<file path="config.mk">
export PLATFORM = sky130hd
export DESIGN_NAME = incremental_pid_dac_drive
export DESIGN_NICKNAME = d
export VERILOG_FILES = /design/src/rtl/ipdd_pkg.sv /design/src/rtl/ipdd_mul.sv /design/src/rtl/incremental_pid_dac_drive.sv
export SDC_FILE = /design/constraint.sdc
export NUM_CORES = 2
export LEC_CHECK = 0
export CORE_UTILIZATION = 26
export DETAILED_ROUTE_END_ITERATION = 8
export DONT_BUFFER_PORTS = 1
export SYNTH_ARGS = -nofsm -noshare
export SYNTH_HDL_FRONTEND = slang
export SYNTH_SLANG_ARGS = --single-unit
</file>
<file path="constraint.sdc">
create_clock -name aclk -period 26.8 [get_ports aclk]
set_clock_uncertainty 0.1 [all_clocks]
set_input_delay 1.34 -clock aclk [delete_from_list [all_inputs] [get_ports aclk]]
set_output_delay 1.34 -clock aclk [all_outputs]
set_load 0.005 [all_outputs]
</file>
<file path="src/rtl/ipdd_pkg.sv">
// ipdd_pkg: widths and fixed constants of the incremental pid dac drive
// used by ipdd_mul and incremental_pid_dac_drive; no dependencies
`default_nettype none

package ipdd_pkg;

    // word fields
    localparam int SPEED_W = 16;
    localparam int GAIN_W  = 16;
    localparam int DRIVE_W = 32;
    localparam int DAC_W   = 12;

    // internal arithmetic widths
    localparam int ERR_W  = SPEED_W + 1;   // command minus measurement
    localparam int D1_W   = ERR_W + 1;     // first difference
    localparam int D2_W   = ERR_W + 2;     // second difference
    localparam int MUL_W  = 20;            // shared multiplier operand width
    localparam int PROD_W = 2 * MUL_W;
    localparam int ACC_W  = 38;            // drive plus three terms, no overflow

    // config register indexes
    localparam int CFG_IDX_W = 2;
    localparam logic [CFG_IDX_W-1:0] CFG_PROP_GAIN  = 2'd0;
    localparam logic [CFG_IDX_W-1:0] CFG_INTEG_GAIN = 2'd1;
    localparam logic [CFG_IDX_W-1:0] CFG_DERIV_GAIN = 2'd2;

    localparam logic [GAIN_W-1:0] PROP_GAIN_RST = 16'd256;

    // dac scale 4095 / 6.554 applied to q16.16 volts, reduced by 8
    localparam longint DAC_FULL_NUM  = 4095000;
    localparam longint DAC_FULL_DEN  = 6554 * 65536;
    localparam longint DAC_SCALE_NUM = DAC_FULL_NUM / 8;
    localparam longint DAC_SCALE_DEN = DAC_FULL_DEN / 8;
    localparam longint DAC_CODE_SPAN = longint'(1) << DAC_W;

    // smallest drive whose code reaches the span
    localparam logic [DRIVE_W-1:0] DAC_CLAMP_DRIVE = DRIVE_W'(
        (DAC_CODE_SPAN * DAC_SCALE_DEN + DAC_SCALE_NUM - 1) / DAC_SCALE_NUM);

    localparam logic [DAC_W-1:0] DAC_CODE_MAX = {DAC_W{1'b1}};

    localparam logic signed [MUL_W-1:0] SCALE_MULT = MUL_W'(DAC_SCALE_NUM);

    // reciprocal of the scale; below the clamp drive the estimate is low by at most one
    localparam int     DAC_RECIP_SHIFT = 25;
    localparam longint DAC_RECIP =
        ((longint'(1) << DAC_RECIP_SHIFT) * DAC_SCALE_NUM) / DAC_SCALE_DEN;
    localparam logic signed [MUL_W-1:0] RECIP_MULT = MUL_W'(DAC_RECIP);

    // divisor split into an odd factor and a power of two
    localparam int     DAC_DEN_SHIFT = 14;
    localparam longint DAC_DEN_ODD   = DAC_SCALE_DEN >> DAC_DEN_SHIFT;
    localparam logic signed [MUL_W-1:0] DEN_ODD_MULT = MUL_W'(DAC_DEN_ODD);
    localparam logic [PROD_W-1:0] DAC_DIVISOR = PROD_W'(DAC_SCALE_DEN);

endpackage

`default_nettype wire

</file>
<file path="src/rtl/ipdd_mul.sv">
// ipdd_mul: registered signed multiplier shared by the gain terms and dac scaling
// depends on ipdd_pkg
`default_nettype none

module ipdd_mul
    import ipdd_pkg::*;
(
    input  wire logic                     aclk,
    input  wire logic                     en,
    input  wire logic signed [MUL_W-1:0]  a,
    input  wire logic signed [MUL_W-1:0]  b,
    output logic signed [PROD_W-1:0]      prod
);

    logic signed [PROD_W-1:0] prod_reg;

    // one product per enabled cycle
    always_ff @(posedge aclk) begin
        if (en) begin
            prod_reg <= a * b;
        end
    end

    assign prod = prod_reg;

endmodule

`default_nettype wire

</file>
<file path="src/rtl/incremental_pid_dac_drive.sv">
// incremental_pid_dac_drive: velocity-form pid speed loop with a 12-bit dac code
// depends on ipdd_pkg and ipdd_mul
//
// One word in (commanded and measured speed, signed q8.8) gives one word out:
// the saturated q16.16 drive, its 12-bit dac code and a clamp flag. The block
// holds one word at a time and drops s_ready while it works. A word whose dac
// code clamps to 0 or 4095 skips the scaling steps and reaches m_valid sooner
// than one inside its range, and the block passes through idle before the
// next word is taken. The work is done by one registered 20x20 multiplier that
// forms in turn the three gain terms, a reciprocal estimate of the dac code, the
// exact scaling product and the estimate times the divisor; a final compare
// raises the estimate by one where it falls short. The result sits in an output
// register, so the next word can be accepted while it waits for m_ready. Gain
// writes on the cfg port are always taken and are meant for idle periods.
`default_nettype none

module incremental_pid_dac_drive
    import ipdd_pkg::*;
(
    input  wire logic                        aclk,
    input  wire logic                        aresetn,
    // config write channel
    input  wire logic                        cfg_valid,
    output logic                             cfg_ready,
    input  wire logic [CFG_IDX_W-1:0]        cfg_index,
    input  wire logic [GAIN_W-1:0]           cfg_data,
    // speed input
    input  wire logic                        s_valid,
    output logic                             s_ready,
    input  wire logic signed [SPEED_W-1:0]   s_commanded_speed,
    input  wire logic signed [SPEED_W-1:0]   s_measured_speed,
    // drive output
    output logic                             m_valid,
    input  wire logic                        m_ready,
    output logic [DAC_W-1:0]                 m_dac_code,
    output logic signed [DRIVE_W-1:0]        m_drive_volts,
    output logic                             m_dac_clamped
);

    typedef enum logic [3:0] {
        S_IDLE,
        S_DIFF,
        S_MUL,
        S_ADD,
        S_SAT,
        S_SCALE,
        S_EST,
        S_LOAD,
        S_FIX,
        S_DONE
    } state_t;

    localparam logic [1:0] TERM_P = 2'd0;
    localparam logic [1:0] TERM_I = 2'd1;
    localparam logic [1:0] TERM_D = 2'd2;

    state_t state_reg, state_next;

    logic [GAIN_W-1:0] kp_reg, kp_next;
    logic [GAIN_W-1:0] ki_reg, ki_next;
    logic [GAIN_W-1:0] kd_reg, kd_next;

    logic signed [DRIVE_W-1:0] prev_drive_reg, prev_drive_next;
    logic signed [ERR_W-1:0]   e1_reg, e1_next;
    logic signed [ERR_W-1:0]   e2_reg, e2_next;

    logic signed [ERR_W-1:0]   err_reg, err_next;
    logic signed [D1_W-1:0]    d1_reg, d1_next;
    logic signed [D2_W-1:0]    d2_reg, d2_next;
    logic signed [ACC_W-1:0]   acc_reg, acc_next;
    logic [1:0]                term_reg, term_next;
    logic signed [DRIVE_W-1:0] drive_reg, drive_next;

    logic [PROD_W-1:0]         rem_reg, rem_next;
    logic [DAC_W-1:0]          quo_reg, quo_next;
    logic [DAC_W-1:0]          code_reg, code_next;
    logic                      clamp_reg, clamp_next;

    logic                      m_valid_reg, m_valid_next;
    logic [DAC_W-1:0]          m_code_reg, m_code_next;
    logic signed [DRIVE_W-1:0] m_drive_reg, m_drive_next;
    logic                      m_clamp_reg, m_clamp_next;

    logic                      mul_en;
    logic signed [MUL_W-1:0]   mul_a;
    logic signed [MUL_W-1:0]   mul_b;
    logic signed [PROD_W-1:0]  mul_prod;

    logic                      acc_fits;
    logic [PROD_W-1:0]         fix_rem;
    logic                      fix_up;

    // shared multiplier
    ipdd_mul u_mul (
        .aclk (aclk),
        .en   (mul_en),
        .a    (mul_a),
        .b    (mul_b),
        .prod (mul_prod)
    );

    assign acc_fits = (&acc_reg[ACC_W-1:DRIVE_W-1]) | ~(|acc_reg[ACC_W-1:DRIVE_W-1]);

    // scaling product less estimate times divisor; one more divisor means estimate is short
    assign fix_rem = rem_reg - ($unsigned(mul_prod) << DAC_DEN_SHIFT);
    assign fix_up  = (fix_rem >= DAC_DIVISOR);

    // sequencer and datapath next values
    always_comb begin
        state_next      = state_reg;
        kp_next         = kp_reg;
        ki_next         = ki_reg;
        kd_next         = kd_reg;
        prev_drive_next = prev_drive_reg;
        e1_next         = e1_reg;
        e2_next         = e2_reg;
        err_next        = err_reg;
        d1_next         = d1_reg;
        d2_next         = d2_reg;
        acc_next        = acc_reg;
        term_next       = term_reg;
        drive_next      = drive_reg;
        rem_next        = rem_reg;
        quo_next        = quo_reg;
        code_next       = code_reg;
        clamp_next      = clamp_reg;
        m_valid_next    = m_valid_reg;
        m_code_next     = m_code_reg;
        m_drive_next    = m_drive_reg;
        m_clamp_next    = m_clamp_reg;
        mul_en          = 1'b0;
        mul_a           = '0;
        mul_b           = '0;

        // gain writes
        if (cfg_valid) begin
            unique case (cfg_index)
                CFG_PROP_GAIN:  kp_next = cfg_data;
                CFG_INTEG_GAIN: ki_next = cfg_data;
                CFG_DERIV_GAIN: kd_next = cfg_data;
                default: ;
            endcase
        end

        // output register drains
        if (m_valid_reg && m_ready) begin
            m_valid_next = 1'b0;
        end

        unique case (state_reg)
            S_IDLE: begin
                if (s_valid) begin
                    err_next   = {s_commanded_speed[SPEED_W-1], s_commanded_speed}
                               - {s_measured_speed[SPEED_W-1], s_measured_speed};
                    state_next = S_DIFF;
                end
            end

            // error differences, shift the error history
            S_DIFF: begin
                d1_next    = {err_reg[ERR_W-1], err_reg} - {e1_reg[ERR_W-1], e1_reg};
                d2_next    = {{2{err_reg[ERR_W-1]}}, err_reg}
                           - {e1_reg[ERR_W-1], e1_reg, 1'b0}
                           + {{2{e2_reg[ERR_W-1]}}, e2_reg};
                e2_next    = e1_reg;
                e1_next    = err_reg;
                acc_next   = {{(ACC_W-DRIVE_W){prev_drive_reg[DRIVE_W-1]}}, prev_drive_reg};
                term_next  = TERM_P;
                state_next = S_MUL;
            end

            // one gain term per pass
            S_MUL: begin
                mul_en = 1'b1;
                case (term_reg)
                    TERM_P: begin
                        mul_a = {{(MUL_W-GAIN_W){1'b0}}, kp_reg};
                        mul_b = {{(MUL_W-D1_W){d1_reg[D1_W-1]}}, d1_reg};
                    end
                    TERM_I: begin
                        mul_a = {{(MUL_W-GAIN_W){1'b0}}, ki_reg};
                        mul_b = {{(MUL_W-ERR_W){err_reg[ERR_W-1]}}, err_reg};
                    end
                    default: begin
                        mul_a = {{(MUL_W-GAIN_W){1'b0}}, kd_reg};
                        mul_b = {{(MUL_W-D2_W){d2_reg[D2_W-1]}}, d2_reg};
                    end
                endcase
                state_next = S_ADD;
            end

            S_ADD: begin
                acc_next = acc_reg + mul_prod[ACC_W-1:0];
                if (term_reg == TERM_D) begin
                    state_next = S_SAT;
                end else begin
                    term_next  = term_reg + 2'd1;
                    state_next = S_MUL;
                end
            end

            // saturate to 32 bits and keep as the new drive
            S_SAT: begin
                if (acc_fits) begin
                    drive_next = acc_reg[DRIVE_W-1:0];
                end else if (acc_reg[ACC_W-1]) begin
                    drive_next = {1'b1, {(DRIVE_W-1){1'b0}}};
                end else begin
                    drive_next = {1'b0, {(DRIVE_W-1){1'b1}}};
                end
                prev_drive_next = drive_next;
                state_next      = S_SCALE;
            end

            // clamp checks, else start the reciprocal estimate
            S_SCALE: begin
                if (drive_reg[DRIVE_W-1]) begin
                    code_next  = '0;
                    clamp_next = 1'b1;
                    state_next = S_DONE;
                end else if (drive_reg >= DAC_CLAMP_DRIVE) begin
                    code_next  = DAC_CODE_MAX;
                    clamp_next = 1'b1;
                    state_next = S_DONE;
                end else begin
                    mul_en     = 1'b1;
                    mul_a      = drive_reg[MUL_W-1:0];
                    mul_b      = RECIP_MULT;
                    state_next = S_EST;
                end
            end

            // keep the estimate, start the exact scaling product
            S_EST: begin
                quo_next   = mul_prod[DAC_RECIP_SHIFT +: DAC_W];
                mul_en     = 1'b1;
                mul_a      = drive_reg[MUL_W-1:0];
                mul_b      = SCALE_MULT;
                state_next = S_LOAD;
            end

            // keep the scaling product, multiply the estimate back by the divisor
            S_LOAD: begin
                rem_next   = mul_prod;
                mul_en     = 1'b1;
                mul_a      = {{(MUL_W-DAC_W){1'b0}}, quo_reg};
                mul_b      = DEN_ODD_MULT;
                state_next = S_FIX;
            end

            // estimate is exact or one short
            S_FIX: begin
                code_next  = quo_reg + DAC_W'(fix_up);
                clamp_next = 1'b0;
                state_next = S_DONE;
            end

            // hand the word to the output register once it is free
            S_DONE: begin
                if (!m_valid_reg || m_ready) begin
                    m_valid_next = 1'b1;
                    m_code_next  = code_reg;
                    m_drive_next = drive_reg;
                    m_clamp_next = clamp_reg;
                    state_next   = S_IDLE;
                end
            end

            default: begin
                state_next = S_IDLE;
            end
        endcase
    end

    // state and registered outputs
    always_ff @(posedge aclk) begin
        if (!aresetn) begin
            state_reg      <= S_IDLE;
            kp_reg         <= PROP_GAIN_RST;
            ki_reg         <= '0;
            kd_reg         <= '0;
            prev_drive_reg <= '0;
            e1_reg         <= '0;
            e2_reg         <= '0;
            term_reg       <= TERM_P;
            m_valid_reg    <= 1'b0;
        end else begin
            state_reg      <= state_next;
            kp_reg         <= kp_next;
            ki_reg         <= ki_next;
            kd_reg         <= kd_next;
            prev_drive_reg <= prev_drive_next;
            e1_reg         <= e1_next;
            e2_reg         <= e2_next;
            term_reg       <= term_next;
            m_valid_reg    <= m_valid_next;
        end
        err_reg      <= err_next;
        d1_reg       <= d1_next;
        d2_reg       <= d2_next;
        acc_reg      <= acc_next;
        drive_reg    <= drive_next;
        rem_reg      <= rem_next;
        quo_reg      <= quo_next;
        code_reg     <= code_next;
        clamp_reg    <= clamp_next;
        m_code_reg   <= m_code_next;
        m_drive_reg  <= m_drive_next;
        m_clamp_reg  <= m_clamp_next;
    end

    assign cfg_ready     = 1'b1;
    assign s_ready       = (state_reg == S_IDLE);
    assign m_valid       = m_valid_reg;
    assign m_dac_code    = m_code_reg;
    assign m_drive_volts = m_drive_reg;
    assign m_dac_clamped = m_clamp_reg;

endmodule

`default_nettype wire

</file>
# == Yosys cells after proc, flatten, opt, wreduce, memory -nomap -nowiden ==
# Index checks and enable logic that the tools add are counted.
# word_totals
register_bits,395
in_bits,55
out_inout_bits,48
elab_cells,102
# op_classes
addsub,8
n_mul,1
magnitude_cmp,2
n_eq_ne,17
muxes,31
bitwise_logic,2
reduce_logical,19
# op_table
operator,n
one-hot mux 20 bit (4 select lines),2
one-hot mux 38 bit (2 select lines),1
two-way mux 32 bit,2
"greater-or-equal comparator 40 x 26 -> 1 bit, second input constant",1
multiplier 20 x 20 -> 40 bit,1
two-way mux 20 bit,2
one-hot mux 20 bit (2 select lines),1
one-hot mux 4 bit (10 select lines),1
subtractor 40 bit,1
adder 38 bit,1
two-way mux 19 bit,2
"greater-or-equal comparator 32 x 19 -> 1 bit, second input constant",1
one-hot mux 16 bit (2 select lines),1
two-way mux 12 bit,2
one-hot mux 12 bit (2 select lines),1
adder 19 bit,1
subtractor 17 x 18 -> 19 bit,1
subtractor 17 x 17 -> 18 bit,1
subtractor 16 x 16 -> 17 bit,1
"equality test 4 x 3 -> 1 bit, second input constant",4
two-way mux 4 bit,4
AND reduction 2 bit,8
adder 12 x 1 -> 12 bit,1
"equality test 4 x 2 -> 1 bit, second input constant",2
other kinds (23),37

# == Depth between registers and ports, before layout ==
# logic_depth
ltp_word,5
mapped_depth,35
ltp_nobuf,33

# == Cells and area by module ==
# Synthesis repeated with hierarchy kept, for this count alone.
# hier_totals
hier_cells,3714
hier_area_um2,35596.6
# by_module_without_submodules
module,instances,cells_per_inst,area_per_inst_um2,seq_area_each_um2
incremental_pid_dac_drive,1,1996,19200.9,9028.7
ipdd_mul,1,1718,16395.7,1201.2

# == Worst setup path after synthesis ==
# No wires, ideal clock.
# synth_path
path_type,reg-to-reg
from,reg state_reg[2]
to,"reg u_mul.prod_reg[37] (netlist: u_mul.prod[37]), data pin"
setup_time_ns,0.258
arrival_time_ns,8.401
required_time_ns,26.442
slack_ns,18.041
path_stages_with_launch,32
path_buffers,3
period_less_slack_ns,8.759
cell_sequence,dfxtp_1 -> nor2b_1 -> and3_1 -> clkbuf_1 -> buf_1 -> a221o_1 -> buf_2 -> nand2_1 -> fa_1 -> inv_1 -> fa_1 -> inv_1 -> fa_1 -> inv_1 -> fa_1 -> inv_1 -> fa_1 -> inv_1 -> fa_1 -> inv_1 -> fa_1 -> inv_1 -> ha_1 -> a21oi_1 -> o21a_1 -> o221ai_1 -> nor4_1 -> o211ai_1 -> a21boi_1 -> o21ai_0 -> a21oi_1 -> xnor2_1
# synth_between
elab_chain_len,3
word_cells_on_any_way,7
cone_classes,mul (1); eq/ne (4); mux (2)
# synth_rtl
element,line,text
"start, declared",incremental_pid_dac_drive.sv:57,"state_t state_reg, state_next;"
"start signal, assigned",incremental_pid_dac_drive.sv:288,state_reg <= state_next;
equality test 4 x 3 -> 1 bit / equality test 4 x 2 -> 1 bit (equally long branches),incremental_pid_dac_drive.sv:150,unique case (state_reg)
one-hot mux 20 bit (4 select lines),incremental_pid_dac_drive.sv:150,
multiplier 20 x 20 -> 40 bit *,ipdd_mul.sv:20,prod_reg <= a * b;
"end signal, assigned",ipdd_mul.sv:20,
"end, declared",ipdd_mul.sv:15,logic signed [PROD_W-1:0] prod_reg;
# Mark *: on every way between the ends. The rest lies on a longest branch, timed or not.
# A chain may end at the register's enable or synchronous reset.

# == Final worst setup path ==
# layout_path
from,reg drive_reg[25]
to,"reg u_mul.prod_reg[39] (netlist: u_mul.prod[39]), data pin"
# layout_between
elab_chain_len,5
word_cells_on_any_way,8
cone_classes,mul (1); order compare (1); mux (6)
# layout_rtl
element,line,text
"start, declared",incremental_pid_dac_drive.sv:72,"logic signed [DRIVE_W-1:0] drive_reg, drive_next;"
"start signal, assigned",incremental_pid_dac_drive.sv:302,drive_reg <= drive_next;
greater-or-equal comparator 32 x 19 -> 1 bit *,incremental_pid_dac_drive.sv:221,end else if (drive_reg >= DAC_CLAMP_DRIVE) begin
two-way mux 20 bit / two-way mux 19 bit (equally long branches),incremental_pid_dac_drive.sv:221,
two-way mux 20 bit / two-way mux 19 bit (equally long branches),incremental_pid_dac_drive.sv:217,if (drive_reg[DRIVE_W-1]) begin
one-hot mux 20 bit (4 select lines),incremental_pid_dac_drive.sv:150,
multiplier 20 x 20 -> 40 bit *,ipdd_mul.sv:20,
# Marked as above.

==> metrics.log <==
INFO  metric layout_commonest_cell = sky130_fd_sc_hd__inv_1
INFO  metric result_of_the_run = complete, no violations
INFO  metric startpoint_type = register
INFO  metric cp_top_family = adder cells
INFO  metric crit_path_max_fanout = 54
INFO  metric number_of_endpoints_with_negative_hold_slack_in_the_final_report = 0
INFO  metric drt-vias-per-instance = 4.72
INFO  metric setup.reg_to_reg.worst_slack = 16530 ps
INFO  metric postSynthRegisterBits = approximately 380
INFO  metric postLayoutCellArea = 39700 sq um
INFO  metric fin_tns_setup = 0 ps
INFO  metric leading_cell_types_in_the_layout_fill_and_taps_excluded = sky130_fd_sc_hd__inv_1 (699), sky130_fd_sc_hd__nand2_1 (533), sky130_fd_sc_hd__fa_1 (442)
INFO  metric number_of_antenna_violations_at_the_first_check_in_global_routing = 2
INFO  metric min_period = roughly 10000 ps
INFO  metric count_of_buffer_and_inverter_cells_on_the_critical_path = 4
INFO  metric cts.path.max_buffers = 3
INFO  metric worst-slew-pin-transition = about 1400 ps
INFO  metric synthToLayoutAreaGrowth = 10.0%
INFO  metric design.die.area = ~140000 sq um
INFO  metric cp.arrival = ~10000 ps
INFO  metric dieHeight = about 370 um
INFO  metric cts_tree = done
INFO  metric syn-instance-count = around 3800
INFO  metric setup.worst_path.end_class = register
INFO  metric initialDrtViolationCount = 2268
INFO  metric grt_first_pass_wirelength = roughly 160 mm
INFO  metric ys_async_sr_fraction = 0
INFO  metric design.final.nets = between 4000 and 5000
INFO  metric initial_core_util = 0.262
INFO  metric timing.critical_path.slowest_cell_delay = about 800 ps
INFO  metric slew_violations = 0
INFO  metric worst_skew_pair_latency = 590 ps
INFO  metric post_route_cells_drive_above_1_share = 0.0460
INFO  metric port_buffers = 0
INFO  metric place_area = between 30000 and 40000 sq um
INFO  metric most_instantiated_flip_flop_cell_in_the_synthesis_netlist = sky130_fd_sc_hd__edfxtp_1
INFO  metric post_cts_repair_resize_count = 0
INFO  metric core_region_area = ~140000 sq um
INFO  metric power_density = 69.8 nW/um^2
INFO  metric synthDominantAreaCellType = sky130_fd_sc_hd__fa_1
INFO  metric relSlewSlack = 0.0814
INFO  metric synth.top_cells.by_area = sky130_fd_sc_hd__fa_1 (25%), sky130_fd_sc_hd__edfxtp_1 (22%), sky130_fd_sc_hd__ha_1 (7.8%)
INFO  metric drt_wl_total = between 100 and 150 mm
INFO  metric whs = approximately 320 ps
INFO  metric via_count_of_the_first_global_routing_pass = about 27000
INFO  metric maxcap_viol_count = 0
INFO  metric h_tree_level_count = 2
INFO  metric max_clock_freq = 97.4 MHz
INFO  metric fillCellCount = approximately 14000
INFO  metric grt_max_degree = 121
INFO  metric number_of_different_library_cells_in_the_post_synthesis_netlist = 91
INFO  metric dr_wl_cell = 18.5 um
INFO  metric final_antenna_net_count = 0
INFO  metric clkSinkCount = between 300 and 400
INFO  metric post-route-drc-count = 0
INFO  metric critical-path-top-cell-by-count = sky130_fd_sc_hd__fa_1
INFO  metric number_of_flip_flops_under_the_largest_register_name = 40
INFO  metric postCtsHoldBufs = 0
INFO  metric hold_class = register to register
INFO  metric synth_warnings = 0
INFO  metric grt_remaining_overflow = 0
INFO  metric syn_avg_cell_area = 9.38 sq um
INFO  metric hpwlAfterDp = ~83 mm
INFO  metric timing_worst_setup_path_type = register to register
INFO  metric netlist_area = approximately 36000 sq um
INFO  metric min-delay-start = code_reg[0]$_DFFE_PP_
INFO  metric std_cell_rows = roughly 140
INFO  metric power.leakage = roughly 17 nW
INFO  metric share_of_the_yosys_chip_area_belonging_to_registers = 0.284
INFO  metric period_share = 0.383
INFO  metric clk_transition_reported_paths = ~70 ps
INFO  metric clock-root-buffer = sky130_fd_sc_hd__clkbuf_16
INFO  metric floorplan.die.width = 374 um
INFO  metric reg2reg_from = drive_reg[25]$_DFFE_PP_
INFO  metric num_vias = approximately 27000
INFO  metric synth.top_cell.area_share = 0.245
INFO  metric post_cts.repair.setup_buffers = 0
INFO  metric report.final.setup_viol = 0
INFO  metric synth-edff-count = 260
INFO  metric finalCoreUtilization = 0.288
INFO  metric critPathLaunch = drive_reg[25]$_DFFE_PP_
INFO  metric boundaryPins = between 100 and 150
INFO  metric worst_path_max_delay_cell = sky130_fd_sc_hd__a221o_1
INFO  metric rsz0062_at_grt = false
INFO  metric total_routing_resource_utilization_after_global_routing = 0.148
INFO  metric crit_required = roughly 27000 ps
INFO  metric finalWeightedCongestion = 0.953
INFO  metric inserted_clock_buffers = 39
INFO  metric drt_pre_antenna_iters = 6
INFO  metric power.ir.vdd_worst = ~0.075 mV
[final cells by class]
class / instances / area [sq um] / area share
clock inverter: 22 / 338 / 0.00852
antenna: 1 / 2.50 / 0.0000631
clock buffer: 48 / 1080 / 0.0273
multi-input combinational: 2641 / 22700 / 0.573
timing repair buffer: 49 / 368 / 0.00928
tap: 1794 / 2240 / 0.0566
sequential: 381 / 10200 / 0.258
inverter: 707 / 2650 / 0.0669
[logic make-up after synthesis]
kind of cell | Yosys count | share of synthesized area
xor+xnor | 121 | 0.0294
simple gates | 1084 | 0.131
buf+inv | 844 | 0.0892
compound gates | 740 | 0.141
mux | 6 | 0.00170
flops | 381 | 0.284
fa+ha+maj | 666 | 0.323
other cells | 2 | 0.000208
[through the flow]
stage                     setup WS, ps  total power, mW  instances
final                            16530             2.77       5643
after global routing             15950             2.96       5642
after CTS                        16590             2.77       5642
after detailed placement         16630             2.14       5572
after global placement           16780             2.12       5572
after floorplan                  18040             1.78       3866
[metal layers]
layer | vias up | global-route usage | routed length [um]
met1 | 13300 | 0.199 | 46400
met3 | 147 | 0.0380 | 8360
met2 | 771 | 0.237 | 47300
li1 | 12400 | - | -
met4 | 2 | 0.0359 | 2630
met5 | - | 0 | 13
[worst paths after layout]
path	to	cells after the start
setup / recovery	u_mul.prod[39]$_DFFE_PP_	27
hold / removal	m_dac_code[0]$_DFFE_PP_	0
setup reg to reg	u_mul.prod[39]$_DFFE_PP_	27
hold reg to reg	m_dac_code[0]$_DFFE_PP_	0
[synthesized netlist by cell type, drive strengths merged, types with 5 or more instances]
| cell | number |
|---|---|
| nor4 | 12 |
| o21bai | 22 |
| inv | 705 |
| nor2b | 34 |
| nor2 | 278 |
| nor3 | 27 |
| nand2b | 23 |
| clkbuf | 108 |
| a21o | 89 |
| o41ai | 5 |
| a21oi | 166 |
| o21a | 21 |
| a31oi | 18 |
| nand2 | 535 |
| fa | 442 |
| nand3b | 5 |
| and2 | 29 |
| a221oi | 14 |
| a22o | 13 |
| or2 | 15 |
| a211oi | 19 |
| a221o | 11 |
| o21ai | 134 |
| o31a | 6 |
| edfxtp | 260 |
| dfxtp | 121 |
| xor2 | 44 |
| nand4 | 18 |
| and4 | 6 |
| nand3 | 44 |
| buf | 29 |
| o31ai | 7 |
| ha | 224 |
| nor3b | 9 |
| mux2i | 5 |
| and3 | 23 |
| o211ai | 17 |
| a21boi | 128 |
| a22oi | 24 |
| xnor2 | 77 |
| or3 | 14 |
[power by group]
group | switching, mW | leakage [nW] | internal, mW
combinational | 0.825 | 12.9 | 0.540
sequential | 0.0513 | 3.38 | 0.735
clock | 0.250 | 0.692 | 0.367
Note: power is estimated with default switching activity, not from simulation.
